--- config.mk ---
export PLATFORM = sky130hd
export DESIGN_NAME = gamepad_serial_poller_core
export DESIGN_NICKNAME = d
export VERILOG_FILES = /design/src/design/gsp_pkg.sv /design/src/design/gamepad_serial_poller_core.sv
export SDC_FILE = /design/constraint.sdc
export NUM_CORES = 1
export LEC_CHECK = 0
export BUFFER_PORTS_ARGS = -buffer_cell sky130_fd_sc_hd__buf_2
export CORE_ASPECT_RATIO = 0.9
export CORE_MARGIN = 2
export CORE_UTILIZATION = 56
export DETAILED_ROUTE_END_ITERATION = 10
export PLACE_DENSITY = 0.85
export SLEW_MARGIN = 0
export SYNTH_ARGS = -nofsm -noshare
export SYNTH_HDL_FRONTEND = slang
export SYNTH_SLANG_ARGS = --single-unit
--- constraint.sdc ---
create_clock -name aclk -period 5.4 [get_ports aclk]
set_input_delay 0.27 -clock aclk [delete_from_list [all_inputs] [get_ports aclk]]
set_output_delay 0.27 -clock aclk [all_outputs]
set_load 0.1 [all_outputs]
--- src/design/gsp_pkg.sv ---
// Package for the game-pad serial poller: frame size, command bytes,
// register map and word widths. No dependencies.
`default_nettype none

package gsp_pkg;

    // Bytes exchanged in one poll frame
    localparam int unsigned FRAME_BYTES = 9;
    localparam int unsigned BYTE_IDX_W  = 4;

    // Command and reply bytes
    localparam logic [7:0] CMD_START = 8'h01;
    localparam logic [7:0] CMD_POLL  = 8'h42;
    localparam logic [7:0] CMD_IDLE  = 8'h00;
    localparam logic [7:0] ID_READY  = 8'h5A;

    // Timing registers
    localparam int unsigned TICK_W         = 10;
    localparam logic [9:0]  HALF_BIT_RESET = 10'd16;
    localparam logic [9:0]  GAP_RESET      = 10'd16;

    // Register indexes (paddr[2])
    localparam logic REG_HALF_BIT = 1'b0;
    localparam logic REG_GAP      = 1'b1;

    // Word widths
    localparam int unsigned S_DATA_W = 8;
    localparam int unsigned M_DATA_W = 64;

    // Command byte sent in frame position idx
    function automatic logic [7:0] command_byte(input logic [BYTE_IDX_W-1:0] idx);
        logic [7:0] cmd;
        cmd = CMD_IDLE;
        if (idx == 4'd0) begin
            cmd = CMD_START;
        end else if (idx == 4'd1) begin
            cmd = CMD_POLL;
        end
        return cmd;
    endfunction

endpackage

`default_nettype wire

--- src/design/gamepad_serial_poller_core.sv ---
// Game-pad serial poller: tick-driven pin sequencer, frame capture and
// held results, with an APB register port. Depends on gsp_pkg.
//
// A result word is registered and appears in the cycle after its input word is taken.
// Throughput: one word per cycle while the sink keeps up; the sequencer state is updated in a single
// pass per word and the result register frees as soon as the sink takes it.
// Reset: aresetn is synchronous, active low; sequencer idles, held results
// clear and both timing registers return to 16.
`default_nettype none

module gamepad_serial_poller_core (
    input  wire logic        aclk,
    input  wire logic        aresetn,
    // APB register port
    input  wire logic        psel,
    input  wire logic        penable,
    input  wire logic        pwrite,
    input  wire logic [2:0]  paddr,
    input  wire logic [31:0] pwdata,
    output logic      [31:0] prdata,
    output logic             pready,
    // Tick input: [0] poll_request, [1] data_in, [7:2] zero
    input  wire logic        s_tvalid,
    output logic             s_tready,
    input  wire logic [gsp_pkg::S_DATA_W-1:0] s_tdata,
    // Result: [0] select_n, [1] serial_clock, [2] data_out, [3] busy_res,
    // [4] done_res, [5] connected, [13:6] mode, [29:14] buttons,
    // [37:30] right_x, [45:38] right_y, [53:46] left_x, [61:54] left_y, [63:62] zero
    output logic             m_tvalid,
    input  wire logic        m_tready,
    output logic [gsp_pkg::M_DATA_W-1:0] m_tdata
);

    import gsp_pkg::*;

    typedef enum logic [2:0] {
        PH_IDLE = 3'd0,
        PH_GAP1 = 3'd1,
        PH_HIGH = 3'd2,
        PH_LOW  = 3'd3,
        PH_GAP2 = 3'd4,
        PH_DONE = 3'd5
    } phase_t;

    // Configuration registers
    logic [TICK_W-1:0] half_bit_reg;
    logic [TICK_W-1:0] gap_reg;
    logic              cfg_write;

    // Sequencer state
    phase_t                phase_reg, phase_next;
    logic [TICK_W-1:0]     tick_reg, tick_next;
    logic [2:0]            bit_reg, bit_next;
    logic [BYTE_IDX_W-1:0] byte_reg, byte_next;
    logic [7:0]            tx_reg, tx_next;
    logic [7:0]            rx_reg, rx_next;

    // Captured frame bytes (no reset: all written before use)
    logic [7:0]            frame_mem [FRAME_BYTES];
    logic                  store_en;
    logic [7:0]            store_data;

    // Held results
    logic [15:0] buttons_reg, buttons_next;
    logic [7:0]  right_x_reg, right_x_next;
    logic [7:0]  right_y_reg, right_y_next;
    logic [7:0]  left_x_reg, left_x_next;
    logic [7:0]  left_y_reg, left_y_next;
    logic [7:0]  mode_reg, mode_next;
    logic        connected_reg, connected_next;

    // Output register
    logic              m_tvalid_reg;
    logic [63:0]       m_tdata_reg;
    logic [63:0]       m_tdata_next;

    logic              s_accept;
    logic              poll_request;
    logic              data_in;
    logic              sel_n, sclk, dout, busy, done;
    logic [TICK_W-1:0] half_len;
    logic [TICK_W-1:0] tick_inc;

    assign poll_request = s_tdata[0];
    assign data_in      = s_tdata[1];

    // Take a new word whenever the result register is empty or draining
    assign s_tready = !m_tvalid_reg || m_tready;
    assign s_accept = s_tvalid && s_tready;
    assign m_tvalid = m_tvalid_reg;
    assign m_tdata  = m_tdata_reg;

    // APB register port
    assign pready    = 1'b1;
    assign cfg_write = psel && penable && pwrite && pready;

    always_comb begin
        prdata = 32'd0;
        unique case (paddr[2])
            REG_HALF_BIT: prdata = {22'd0, half_bit_reg};
            REG_GAP:      prdata = {22'd0, gap_reg};
            default:      prdata = 32'd0;
        endcase
    end

    always_ff @(posedge aclk) begin
        if (!aresetn) begin
            half_bit_reg <= HALF_BIT_RESET;
            gap_reg      <= GAP_RESET;
        end else if (cfg_write) begin
            unique case (paddr[2])
                REG_HALF_BIT: half_bit_reg <= pwdata[TICK_W-1:0];
                REG_GAP:      gap_reg      <= pwdata[TICK_W-1:0];
                default:      ;
            endcase
        end
    end

    // A zero half bit counts as one tick
    assign half_len = (half_bit_reg == '0) ? {{(TICK_W-1){1'b0}}, 1'b1} : half_bit_reg;

    // Advance the sequencer by one tick
    always_comb begin
        phase_next     = phase_reg;
        tick_next      = tick_reg;
        bit_next       = bit_reg;
        byte_next      = byte_reg;
        tx_next        = tx_reg;
        rx_next        = rx_reg;
        buttons_next   = buttons_reg;
        right_x_next   = right_x_reg;
        right_y_next   = right_y_reg;
        left_x_next    = left_x_reg;
        left_y_next    = left_y_reg;
        mode_next      = mode_reg;
        connected_next = connected_reg;
        store_en       = 1'b0;
        store_data     = rx_reg;
        sel_n          = 1'b1;
        sclk           = 1'b1;
        dout           = 1'b0;
        busy           = 1'b0;
        done           = 1'b0;

        // start a poll on an idle tick
        if (phase_reg == PH_IDLE && poll_request) begin
            phase_next = PH_GAP1;
            tick_next  = '0;
            bit_next   = '0;
            byte_next  = '0;
            rx_next    = '0;
            tx_next    = command_byte('0);
        end
        // skip the gap when it is zero
        if (phase_next == PH_GAP1 && gap_reg == '0) begin
            phase_next = PH_HIGH;
            tick_next  = '0;
        end

        tick_inc = tick_next + {{(TICK_W-1){1'b0}}, 1'b1};

        unique case (phase_next)
            PH_IDLE: begin
                tick_next = tick_next;
            end
            PH_GAP1: begin
                sel_n     = 1'b0;
                busy      = 1'b1;
                tick_next = tick_inc;
                if (tick_inc >= gap_reg) begin
                    phase_next = PH_HIGH;
                    tick_next  = '0;
                end
            end
            PH_HIGH: begin
                sel_n     = 1'b0;
                busy      = 1'b1;
                dout      = tx_next[0];
                tick_next = tick_inc;
                if (tick_inc >= half_len) begin
                    phase_next = PH_LOW;
                    tick_next  = '0;
                end
            end
            PH_LOW: begin
                sel_n = 1'b0;
                sclk  = 1'b0;
                busy  = 1'b1;
                dout  = tx_next[0];
                // sample data on the first low tick
                if (tick_next == '0) begin
                    rx_next = rx_next | (8'(data_in) << bit_next);
                end
                tick_next = tick_inc;
                if (tick_inc >= half_len) begin
                    tick_next = '0;
                    tx_next   = tx_next >> 1;
                    if (bit_next == 3'd7) begin
                        bit_next   = '0;
                        store_en   = (byte_next < BYTE_IDX_W'(FRAME_BYTES));
                        store_data = rx_next;
                        rx_next    = '0;
                        byte_next  = byte_next + 1'b1;
                        if (byte_next >= BYTE_IDX_W'(FRAME_BYTES)) begin
                            phase_next = (gap_reg == '0) ? PH_DONE : PH_GAP2;
                        end else begin
                            tx_next    = command_byte(byte_next);
                            phase_next = PH_HIGH;
                        end
                    end else begin
                        bit_next   = bit_next + 1'b1;
                        phase_next = PH_HIGH;
                    end
                end
            end
            PH_GAP2: begin
                busy      = 1'b1;
                tick_next = tick_inc;
                if (tick_inc >= gap_reg) begin
                    phase_next = PH_DONE;
                    tick_next  = '0;
                end
            end
            PH_DONE: begin
                done         = 1'b1;
                buttons_next = {frame_mem[4], frame_mem[3]};
                right_x_next = frame_mem[5];
                right_y_next = frame_mem[6];
                left_x_next  = frame_mem[7];
                left_y_next  = frame_mem[8];
                if (frame_mem[2] == ID_READY) begin
                    mode_next      = frame_mem[1];
                    connected_next = 1'b1;
                end else begin
                    mode_next      = 8'd0;
                    connected_next = 1'b0;
                end
                phase_next = PH_IDLE;
                tick_next  = '0;
            end
            default: begin
                phase_next = PH_IDLE;
                tick_next  = '0;
            end
        endcase

        m_tdata_next = {2'b00, left_y_next, left_x_next, right_y_next, right_x_next,
                        buttons_next, mode_next, connected_next,
                        done, busy, dout, sclk, sel_n};
    end

    // Hold state, held results and the result register
    always_ff @(posedge aclk) begin
        if (!aresetn) begin
            phase_reg     <= PH_IDLE;
            tick_reg      <= '0;
            bit_reg       <= '0;
            byte_reg      <= '0;
            tx_reg        <= '0;
            rx_reg        <= '0;
            buttons_reg   <= '0;
            right_x_reg   <= '0;
            right_y_reg   <= '0;
            left_x_reg    <= '0;
            left_y_reg    <= '0;
            mode_reg      <= '0;
            connected_reg <= 1'b0;
            m_tvalid_reg  <= 1'b0;
            m_tdata_reg   <= '0;
        end else begin
            if (s_accept) begin
                phase_reg     <= phase_next;
                tick_reg      <= tick_next;
                bit_reg       <= bit_next;
                byte_reg      <= byte_next;
                tx_reg        <= tx_next;
                rx_reg        <= rx_next;
                buttons_reg   <= buttons_next;
                right_x_reg   <= right_x_next;
                right_y_reg   <= right_y_next;
                left_x_reg    <= left_x_next;
                left_y_reg    <= left_y_next;
                mode_reg      <= mode_next;
                connected_reg <= connected_next;
                m_tvalid_reg  <= 1'b1;
                m_tdata_reg   <= m_tdata_next;
            end else if (m_tready) begin
                m_tvalid_reg  <= 1'b0;
            end
        end
    end

    // Store each received byte at its frame position
    always_ff @(posedge aclk) begin
        if (s_accept && store_en) begin
            frame_mem[byte_reg] <= store_data;
        end
    end

    // Byte position never runs past the frame end
    assert property (@(posedge aclk) disable iff (!aresetn)
        byte_reg <= BYTE_IDX_W'(FRAME_BYTES))
        else $error("byte position beyond frame");

    // Sequencer holds while no tick is taken
    assert property (@(posedge aclk) disable iff (!aresetn)
        !s_accept |=> ($stable(phase_reg) && $stable(tick_reg) && $stable(byte_reg)))
        else $error("sequencer moved without a tick");

    // A done tick yields a done word with select high and busy low
    assert property (@(posedge aclk) disable iff (!aresetn)
        (s_accept && phase_reg == PH_DONE) |=>
            (m_tvalid_reg && m_tdata_reg[4] && !m_tdata_reg[3] && m_tdata_reg[0]))
        else $error("done tick not reported");

    // An idle tick without request stays idle
    assert property (@(posedge aclk) disable iff (!aresetn)
        (s_accept && phase_reg == PH_IDLE && !s_tdata[0]) |=> (phase_reg == PH_IDLE))
        else $error("poll started without request");

    // Clock is low only in the low half of a bit
    assert property (@(posedge aclk) disable iff (!aresetn)
        (s_accept && !sclk) |-> (phase_next == PH_LOW || phase_next == PH_HIGH
                                 || phase_reg == PH_LOW))
        else $error("serial clock low outside a bit");

endmodule

`default_nettype wire
* Word-level counts from Yosys, hierarchy flattened
Memories as Yosys holds them, arrays and structs flattened.
Index checks and enable logic that the tools add are counted.
Widths: inputs -> output; s select.
** Word-level totals
- Register bits :: 176
- Memory bits (writable) :: 72
- Bits of input ports :: 50
- Logic and storage cells :: 119
- Memories :: 1
** Operators by class
- Add/sub/neg operators :: 3
- Order comparisons :: 4
- Equality and inequality tests :: 9
- Shift operators :: 1
- Multiplexer cells :: 61
- Bitwise logic cells :: 2
- Reduce and logical (&&, ||, !) cells :: 21
** Memory list
- frame_mem :: words 9, bits a word 8, rd ports 8, clocked after memory_dff 0, write ports 1, line gamepad_serial_poller_core.sv:59 : logic [7:0] frame_mem [FRAME_BYTES];
** Operators by type and width (number)
- $mux 8 :: 17
- $pmux 32 s2 :: 1
- $mux 10 :: 5
- $mux 3 :: 12
- $logic_not 10->1 :: 3
- $pmux 10 s3 :: 1
- $mux 7 :: 4
- $ge 10x10->1 :: 2
- $mux 16 :: 1
- $mux 4 :: 4
- $mux 1 :: 15
- $pmux 3 s5 :: 1
- $add 10x1->10 const B :: 1
- $eq 3x3->1 const B :: 3
- $eq 8x7->1 const B :: 1
- $or 8x8->8 :: 1
- $shl 1x3->8 :: 1
- $eq 3x1->1 const B :: 2
- $eq 3x2->1 const B :: 2
- $logic_and 1x1->1 :: 6
- $logic_not 3->1 :: 2
- $add 4x1->4 const B :: 1
- $eq 4x1->1 const B :: 1
- $ge 4x4->1 const B :: 1
- 11 further kinds :: 13

* Longest topological paths before layout
Gate-level depths: netlist (run 1).
- Depth in word-level cells :: 13
- Mapped depth :: 20

* Worst setup path after synthesis (run 1)
Ideal clock, no wire load.
- Kind :: reg2reg
- Start point :: register gap_reg[7]
- End point :: memory frame_mem[3][0] (enable)
- Setup time :: 0.395 ns
- Arrival :: 4.095 ns
- Setup slack :: 0.910 ns
- Stages on the path, launching flop included :: 16
- Buffers on the path :: 0
- Clock period less this slack :: 4.490 ns
- Cell sequence :: dfxtp_1 -> nor4_2 -> and3_2 -> a21oi_2 -> nand2_1 -> inv_1 -> ha_1 -> xnor2_1 -> ha_1 -> a2111oi_0 -> or3_1 -> a211o_1 -> a31oi_1 -> o31a_2 -> nand4_1 -> nor4_1
** Between the ends
- Word-level cells in the longest chain between the ends :: 10
** RTL lines
- from (decl) :: line gamepad_serial_poller_core.sv:47 : logic [TICK_W-1:0] gap_reg;
- from (signal assigned) :: line gamepad_serial_poller_core.sv:113 : REG_GAP: gap_reg <= pwdata[TICK_W-1:0];
- $logic_not 10->1 * :: line gamepad_serial_poller_core.sv:155 : if (phase_next == PH_GAP1 && gap_reg == '0) begin
- $logic_and 1x1->1 * :: line gamepad_serial_poller_core.sv:155
- $mux 10 :: line gamepad_serial_poller_core.sv:155
- $add 10x1->10 :: line gamepad_serial_poller_core.sv:160 : tick_inc = tick_next + {{(TICK_W-1){1'b0}}, 1'b1};
- $ge 10x10->1 :: line gamepad_serial_poller_core.sv:195 : if (tick_inc >= half_len) begin
- $mux 1 :: line gamepad_serial_poller_core.sv:195
- $mux 1 * :: line gamepad_serial_poller_core.sv:162 : unique case (phase_next)
- $logic_and 1x1->1 * :: line gamepad_serial_poller_core.sv:295 : if (s_accept && store_en) begin
- $mux 1 * :: line gamepad_serial_poller_core.sv:295
- $mux 1 (implied by the code) * :: line gamepad_serial_poller_core.sv:296 : frame_mem[byte_reg] <= store_data;
- to (decl) :: line gamepad_serial_poller_core.sv:59
Every way passes the cells marked *; elsewhere a longest branch is shown, timed or not.

* Worst setup path in the final report (run 1)
- Start point :: register gap_reg[2]
- End point :: memory frame_mem[4][7] (data pin)
** Between the ends
- Word-level cells in the longest chain between the ends :: 8
** RTL lines
- $logic_not 10->1 * :: line gamepad_serial_poller_core.sv:155
- $logic_and 1x1->1 * :: line gamepad_serial_poller_core.sv:155
- branches (longest 5 deep; another with $add 10x1->10)
- $mux 8 * :: line gamepad_serial_poller_core.sv:162
- net store_data[7] :: line gamepad_serial_poller_core.sv:61 : logic [7:0] store_data;
Mark *: on every way through the listed nets, which the timed path passes.

==> impl_metrics.json, run 1 <==
{
  "clkTransAtPathRegs_ps": 70,
  "clock-sinks": 183,
  "netlist_instances": 832,
  "synth_edf_count": 64,
  "drt_first_pass_iters": 4,
  "finClkSkew_ps": 9.26,
  "drive_above_1_share_pct": 17.0,
  "cp_max_fo": 13,
  "grt_overflow_total": 0,
  "finalMaxSlewViolations": 0,
  "relSlewSlack_pct": 28.8,
  "met1Wirelength_mm": 8.02,
  "ys_async_sr_fraction_pct": 0,
  "synth_area_leaders": "dfxtp_1, edfxtp_1, nand2_1, a21boi_0, ha_1",
  "via_count": 6231,
  "yosys_warnings": 0,
  "fmax_mhz": 208,
  "crit_required_ps": 5500,
  "dpl.cell_count": 1082,
  "ioPinCount": 149,
  "cts_resized": 0,
  "hold_class": "in -> reg",
  "yosys.area.top_type": "dfxtp_1",
  "clk_latency_ps": 430,
  "p_leak_nw": 3.54,
  "fp.dieW_um": 131,
  "final_antenna_net_count": 0,
  "viasPerCell": 5.59,
  "layout_common_cells": "nand2_1, dfxtp_1, buf_2",
  "finalHoldViolCount": 0,
  "largest_reg_flops": 64,
  "numPortBuffers": 93,
  "yosysSeqAreaShare_pct": 53.2,
  "routedWlPerCell_um": 15.8,
  "post-route-period-util_pct": 89.2,
  "final_cells": 1114,
  "path_class": "reg -> reg",
  "worstMarginPinSlew_ps": 1070,
  "grt_pass1_wl_mm": 27.5,
  "cts_buffer_depth": 2,
  "track_usage_pct": 22.8,
  "met2_length_mm": 8.28,
  "wirelength_mm": 17.6,
  "synth_area_mm2": 0.00809,
  "cp.arrival_ps": 4920,
  "status": "completed",
  "syn2layout_area_growth_pct": 13.4,
  "fin_area_mm2": 0.00918,
  "cts_tree": "yes",
  "cts_hold_buf": 0,
  "antennaDiodeCount": 0,
  "yosys_register_bits": 183,
  "finalSetupViolCount": 0,
  "placed_cell_area_mm2": 0.00861,
  "ys.flop_type": "dfxtp_1",
  "core_area_mm2": 0.0141,
  "fin_tns_setup_ps": 0,
  "drcViolationCount": 0,
  "grt_max_degree": 116,
  "yosysUniqueCellTypes": 72,
  "synth_top_area_share_pct": 29.4,
  "drtIter0Drc": 590,
  "fin_crit_ps": 4810,
  "met3_length_mm": 1.12,
  "fp-row-count": 41,
  "p_per_area_mw_per_mm2": 312,
  "clockRootBuffer": "clkbuf_16",
  "layout_commonest_cell": "nand2_1",
  "irDropWorstVdd_uv": 242,
  "gp_congestion": 0.872,
  "syn_area_per_cell_um2": 9.72,
  "fin_nets": 979,
  "die-height_um": 118,
  "antenna_found_initial": 0,
  "start_util_pct": 57.6,
  "htreeDepth": 4,
  "end_kind": "flip-flop",
  "rsz0062_at_grt": "no",
  "p_total_mw": 2.86,
  "cts_setup_buffers": 0,
  "cts_buffers": 17,
  "max-cap-violations": 0,
  "grt_pass1_vias": 5603,
  "routed.top_layer": "met4",
  "die-area_mm2": 0.0154,
  "hpwlAfterDp_mm": 11.6,
  "cp-start-kind": "flip-flop"
}
## worst max-delay path: stages (launching register included)
cell and delay, ps:
dfxtp_1 340, nor4_1 470, and3_2 320, a21oi_2 90
nand2_1 130, inv_1 90, ha_1 210, xnor2_1 300
ha_1 210, a2111oi_0 50, or3_1 400, a211o_1 320
a31oi_1 170, o31a_2 380, nand4_1 200, o21ai_0 780
## where the power goes
group	internal [mW]	leakage (nW)	switching, mW	total, mW
sequential	1.42	1.53	0.00947	1.43
clock	0.686	0.273	0.515	1.20
combinational	0.0454	1.74	0.183	0.228
## per-layer routing
layer	vias up	global-route usage, %
met5	-	0
met4	0	7.45
met3	24	5.23
met2	232	35.8
met1	2946	31.2
li1	3029	-
## kinds of logic (layout without fill, tap and decap cells)
group / count (synthesis) / after routing / share of synthesized area (%)
buffers and inverters: 98 / 164 / 5.92
XOR/XNOR: 8 / 8 / 0.866
multiplexers: 6 / 6 / 0.866
other: 2 / 25 / 0.0928
adder cells (fa/ha/maj): 21 / 21 / 3.25
AO/OA/AOI/OAI: 185 / 185 / 16.7
flip-flops: 183 / 183 / 53.2
AND/OR/NAND/NOR: 329 / 329 / 19.1
## cell usage after synthesis, types with 14 or more instances
cell and number:
nor2_1 32, buf_4 27, nor2b_1 14, nand2_1 190, dfxtp_1 119, ha_1 21, a21boi_0 72, nand3_1 21
clkbuf_1 41, edfxtp_1 64, o21ai_0 21, a21oi_1 16, inv_1 25
## layout make-up
type	count	area, µm²
Fill cell	1106	4880
Sequential cell	183	4300
Multi-Input combinational cell	574	3400
Timing Repair Buffer	107	571
Clock buffer	22	444
Tap cell	193	241
Clock inverter	10	121
Inverter	25	93.8
## metrics by stage
step	worst slack (ps)	hold slack [ps]	util [%]
2_1_floorplan	910	394	-
3_3_place_gp	773	416	61.3
3_5_place_dp	673	420	61.3
4_1_cts	648	60.9	65.3
5_1_grt	66.4	62.7	65.3
6_report	585	65.6	65.3
## worst paths after layout
path,depth (start not counted),to,startpoint,slack [ps]
setup reg to reg,15,frame_mem[4][7]$_DFFE_PP_,gap_reg[2]$_SDFFE_PN0P_,590
hold reg to reg,2,tx_reg[7]$_SDFFE_PN0P_,tx_reg[7]$_SDFFE_PN0P_,440
hold / removal,3,half_bit_reg[4]$_SDFFE_PN1P_,pwdata[4],70
setup / recovery,15,frame_mem[4][7]$_DFFE_PP_,gap_reg[2]$_SDFFE_PN0P_,590
No activity file was read; power rests on OpenSTA's default activity.
==> inputs of run 2 (changes only) <==
ABC_AREA = 1   (was unset)
CTS_CLUSTER_DIAMETER = 100   (was unset)
==> run 2 against run 1 <==
  * Design area grew 5.8%
  * Utilization grew 0.21 points
  * Via count grew 20%
  * Flip-flop and latch count is the same
  * Clock power is essentially flat
  * Sequential power is essentially flat
==> impl_metrics.json, run 2 <==
{
  "status": "completed",
  "finalMaxSlewViolations": 0,
  "synth_top_family_by_area": "simple AND/OR/NAND/NOR gates",
  "post-place-ws_ps": 988,
  "start_util_pct": 57.7,
  "synth_area_mm2": 0.00855,
  "viasPerCell": 5.44,
  "finalHoldViolCount": 0,
  "yosys.area.top_type": "dfxtp_1",
  "final_util_pct": 65.5,
  "cp_max_fo": 16,
  "final_cells": 1372,
  "setup_ws_ps": 751,
  "cts_resized": 0,
  "cp-start-kind": "flip-flop",
  "ioPinCount": 149,
  "final_antenna_net_count": 0,
  "clockRootBuffer": "clkbuf_16",
  "crit_chain": "nor2_2, o21ai_2, inv_2, nand3_2, inv_1, nor3_1, ha_1, nand4_1, nor2_1, xnor2_1, ha_1, nand2_1, nor2_1, nand2_1, nand3_4, nand3_4, clkinv_2, nand2_2, nor2_4, nand2_1, nor2_1, buf_4",
  "drive_above_1_share_pct": 15.0,
  "hold_path_depth": 3,
  "grt_pass1_wl_mm": 33.5,
  "slowest_delay_ps": 470,
  "fin_area_mm2": 0.00970,
  "syn2layout_area_growth_pct": 13.5,
  "numPortBuffers": 93,
  "synth_mux_area_share_pct": 0,
  "cts_buffer_depth": 2,
  "cts_tree": "yes",
  "cts_buffers": 17,
  "placed_cell_area_mm2": 0.00914,
  "fin_tns_setup_ps": 0,
  "finalSetupViolCount": 0,
  "fp.dieW_um": 134,
  "drcViolationCount": 0,
  "grt_pass1_vias": 6808,
  "fin_nets": 1232,
  "crit_required_ps": 5530,
  "hold_class": "in -> reg",
  "fin_crit_ps": 4650,
  "syn_area_per_cell_um2": 7.95,
  "finClkSkew_ps": 7.69,
  "grt_max_degree": 81,
  "drtIter0Drc": 730,
  "yosysSeqAreaShare_pct": 50.3,
  "reg2reg_depth": 22,
  "dpl.cell_count": 1340,
  "clkTransAtPathRegs_ps": 70,
  "path_class": "reg -> reg",
  "worstMarginPinSlew_ps": 854,
  "irDropWorstVdd_uv": 233,
  "grt_overflow_total": 0,
  "drt_first_pass_iters": 5,
  "core_area_mm2": 0.0148,
  "yosys_register_bits": 183,
  "cts_hold_buf": 0,
  "synthTopCellsByCount": "nand2_1, nor2_1, dfxtp_1",
  "synth_top_area_share_pct": 27.9,
  "synth.most_common_cell": "nand2_1",
  "final-seq-area_mm2": 0.00430,
  "cts_setup_buffers": 0,
  "rsz0062_at_grt": "no",
  "multi_input_comb_area_mm2": 0.00353,
  "clock-sinks": 183,
  "synth_edf_count": 64,
  "netlist_instances": 1075,
  "htreeDepth": 4,
  "synth-compound-area-share_pct": 12.4,
  "synth-simple-area-share_pct": 24.1,
  "layout_commonest_cell": "nand2_1",
  "relSlewSlack_pct": 42.9,
  "synthXorXnorAreaFrac_pct": 0.615,
  "yosys_warnings": 0,
  "crit_slowest_cell": "nor3_1",
  "yosysUniqueCellTypes": 41,
  "antennaDiodeCount": 0,
  "largest_reg_flops": 64,
  "synth_area_leaders": "dfxtp_1, edfxtp_1, nand2_1, nor2_1, o21ai_0",
  "p_per_area_mw_per_mm2": 303,
  "fmax_mhz": 215,
  "via_count": 7460,
  "ys_async_sr_fraction_pct": 0,
  "wirelength_mm": 20.6,
  "gp_congestion": 0.890,
  "track_usage_pct": 26.0,
  "clk_latency_ps": 430,
  "end_kind": "flip-flop",
  "routedWlPerCell_um": 15.0,
  "fillers": 1199,
  "die-area_mm2": 0.0163,
  "antenna_found_initial": 0,
  "max-cap-violations": 0,
  "ys.flop_type": "dfxtp_1",
  "post-route-period-util_pct": 86.1,
  "hpwlAfterDp_mm": 13.3,
  "fp-row-count": 42,
  "p_leak_nw": 4.26,
  "cp.arrival_ps": 4780,
  "layout_common_cells": "nand2_1, nor2_1, dfxtp_1",
  "synthAdderAreaFrac_pct": 3.07,
  "die-height_um": 121
}
==> run 2: cell types whose count changed after synthesis, sizes merged, moves of 8 or more <==
cell,change
nor2,+140
o21ai,+83
inv,+80
a21boi,-70
a21oi,+66
nand3,+50
nor2b,-14
nand4,+12
a22oi,-9
and3,-8
==> run 2: cells by family (layout without fill, tap and decap cells) <==
logic type	Yosys count	count (layout)
AOI/OAI and AO/OA	204	204
other	2	25
xor gates and xnor gates	6	6
and+or+nand+nor	477	477
DFF	183	183
adders and majority gates	21	21
buffers and inverters	182	258
==> run 2: cell type report <==
cell class	count	area share (%)
flip-flops and latches	183	44.4
repair buffers	117	6.65
clock buffers	19	4.56
multi-input cells	733	36.4
clock inverters	13	1.25
well taps	198	2.55
inverters	109	4.23
==> run 2: per-layer routing <==
metal | GRT usage [%] | wire length, µm | up-vias | share of wire, %
met4 | 7.89 | 263 | 0 | 1.3
met3 | 5.89 | 1430 | 23 | 6.9
met1 | 34.7 | 8880 | 3494 | 43
met5 | 0 | 0 | - | 0
met2 | 42.4 | 9980 | 286 | 49
li1 | - | - | 3657 | -
==> run 2: worst paths after layout <==
kind	start	to	slack [ps]
hold reg to reg	m_tdata[3]$_SDFFE_PN0P_	m_tdata[3]$_SDFFE_PN0P_	460
hold / removal	pwdata[4]	half_bit_reg[4]$_SDFFE_PN1P_	80
setup / recovery	phase_reg[2]$_SDFFE_PN0P_	frame_mem[7][7]$_DFFE_PP_	750
setup reg to reg	phase_reg[2]$_SDFFE_PN0P_	frame_mem[7][7]$_DFFE_PP_	750
==> run 2: power breakdown <==
part	switching (mW)	internal, mW	leakage (nW)
sequential	0.00951	1.44	1.55
combinational	0.245	0.0528	2.44
clock	0.535	0.653	0.270
==> run 2: critical path, delay by kind of cell (launching register included) <==
| family | cells | cell delay (ps) |
|---|---|---|
| adder cells (fa/ha/maj) | 2 | 630 |
| buffers and inverters | 4 | 600 |
| XOR/XNOR | 1 | 150 |
| AND/OR/NAND/NOR | 14 | 2400 |
| AO/OA/AOI/OAI | 1 | 90 |
| flip-flops | 1 | 460 |
==> run 2: per-stage QoR <==
step / hold WS (ps) / power, mW
after floorplan: 396 / 1.73
after CTS: 72.3 / 2.94
after global placement: 449 / 1.77
after detailed placement: 457 / 1.77
after global routing: 83.9 / 3.03
final: 83.8 / 2.94
==> inputs of run 3 (changes only) <==
CORE_UTILIZATION = 55   (was 56)
PLACE_DENSITY = 0.84   (was 0.85)
==> run 3 against run 2 <==
  * Non-clock buffer count down 1
  * Clock-buffer cell count up 3
  * Via count down 0.32%
  * Design area up 0.59%
  * Setup slack worse by 130 ps
  * Clock power up 10%
  * Total power up 4.0%
  * Routed wire length down 0.77%
  * First-iteration DRC count down 9.7%
  * Hold slack worse by 2.7 ps
  * Largest cell class unchanged
  * Global-route usage down 0.89 points
==> impl_metrics.json, run 3 (synthesized netlist as in run 2, its figures left out) <==
{
  "p_clk_share_pct": 42.8,
  "grt_overflow_total": 0,
  "finClkSkew_ps": 12.1,
  "clk_latency_ps": 430,
  "drtIter0Drc": 659,
  "crit_required_ps": 5450,
  "reg2reg_depth": 21,
  "die-height_um": 122,
  "switching_power_uw": 798,
  "clkTransAtPathRegs_ps": 70,
  "antennaDiodeCount": 0,
  "max-cap-violations": 0,
  "slowest_delay_ps": 480,
  "crit_cells": 21,
  "dpl.cell_count": 1343,
  "start_util_pct": 55.8,
  "cts_hold_buf": 0,
  "grt_pass1_vias": 6722,
  "drt_first_pass_iters": 5,
  "fin_crit_ps": 4780,
  "grt_max_degree": 62,
  "cts_resized": 0,
  "numPortBuffers": 93,
  "finalHoldViolCount": 0,
  "rsz0062_at_grt": "no",
  "ioPinCount": 149,
  "drcViolationCount": 0,
  "combinationalPowerShare_pct": 9.7,
  "finalSetupViolCount": 0,
  "critPathBufInv": 3,
  "viasPerCell": 5.41,
  "syn2layout_area_growth_pct": 14.2,
  "fp.dieW_um": 135,
  "status": "completed",
  "met1Wirelength_mm": 8.87,
  "fmax_mhz": 209,
  "seq_power_share_pct": 47.5,
  "cts_buffer_depth": 2,
  "path_class": "reg -> reg",
  "grt_pass1_wl_mm": 32.8,
  "crit_family": "simple AND/OR/NAND/NOR gates",
  "finalMaxSlewViolations": 0,
  "fp-row-count": 43,
  "final_cells": 1375,
  "hold_path_depth": 3,
  "wirelength_mm": 20.4,
  "track_usage_pct": 25.1,
  "antenna_found_initial": 0,
  "fin_tns_setup_ps": 0,
  "gp_congestion": 0.926,
  "final_util_pct": 63.7,
  "routedWlPerCell_um": 14.8,
  "p_int_mw": 2.25,
  "cp-start-kind": "flip-flop",
  "layout_common_cells": "nand2_1, nor2_1, dfxtp_1",
  "cts_setup_buffers": 0,
  "met2_length_mm": 9.70,
  "cp.arrival_ps": 4830,
  "htreeDepth": 4,
  "routed.top_layer": "met4",
  "relSlewSlack_pct": 35.5,
  "crit_chain": "nor2_2, o21ai_2, inv_2, nand3_2, inv_1, nor3_1, ha_1, nand4_1, nor2_1, xnor2_1, ha_1, nand2_1, nor2_1, nand2_1, nand3_4, nand3_4, clkinv_2, nand2_2, nor2_4, nand2_1, nor2_1",
  "fin_nets": 1231,
  "die-area_mm2": 0.0166,
  "switching_share_pct": 26.2,
  "hold_class": "in -> reg",
  "worstMarginPinSlew_ps": 967,
  "p_per_area_mw_per_mm2": 313,
  "clock-sinks": 183,
  "largest_reg_flops": 64,
  "cp_max_fo": 16,
  "irDropWorstVdd_uv": 247,
  "met3_length_mm": 1.43,
  "clockRootBuffer": "clkbuf_16",
  "layout_commonest_cell": "nand2_1",
  "via_count": 7436,
  "crit_slowest_cell": "nor2_1",
  "core_area_mm2": 0.0153,
  "p_leak_nw": 4.29,
  "hpwlAfterDp_mm": 13.2,
  "end_kind": "flip-flop",
  "cts_buffers": 17,
  "fillers": 1257,
  "drive_above_1_share_pct": 14.9,
  "post-route-period-util_pct": 88.5,
  "final_antenna_net_count": 0,
  "cts_tree": "yes"
}
-- run 3: routing by layer --
metal  vias to the layer above  GRT usage, %
li1                       3651             -
met1                      3427          33.8
met2                       323          40.9
met3                        35          5.16
met4                         0          8.33
met5                         -             0
-- run 3: layout make-up --
type	count	area (µm²)	share of cell area, %
clock buffers	22	497	5.09
clock inverters	10	128	1.31
inverters	109	410	4.20
multi-input cells	733	3530	36.2
flip-flops and latches	183	4300	44.1
well taps	202	253	2.59
repair buffers	116	638	6.54
-- run 3: worst paths after layout --
check / to / slack (ps) / start
worst max-delay path: frame_mem[2][5]$_DFFE_PP_ / 620 / phase_reg[2]$_SDFFE_PN0P_
worst min-delay path: gap_reg[4]$_SDFFE_PN1P_ / 80 / pwdata[4]
worst max register to register: frame_mem[2][5]$_DFFE_PP_ / 620 / phase_reg[2]$_SDFFE_PN0P_
worst min register to register: tx_reg[0]$_SDFFE_PN0P_ / 470 / tx_reg[0]$_SDFFE_PN0P_
-- run 3: worst min-delay path, delay by kind of cell --
kind	cells	cell delay (ps)
compound gates	2	120
buf+inv	1	90
-- run 3: power groups by stage --
stage	clock network (mW)	registers [mW]	logic, mW
3_5_place_dp	0	1.48	0.293
3_3_place_gp	0	1.48	0.289
6_report	1.31	1.45	0.297
2_1_floorplan	0	1.50	0.231
5_1_grt	1.37	1.45	0.321
4_1_cts	1.31	1.45	0.295
-- run 3: per-stage QoR --
step	power (mW)	cell area (µm²)	setup WS [ps]	hold slack, ps
after global placement	1.77	9140	874	449
after detailed placement	1.77	9140	718	455
after global routing	3.14	9760	182	93.3
after floorplan	1.73	8640	1590	396
after CTS	3.06	9760	692	72.3
final	3.05	9760	621	81.1
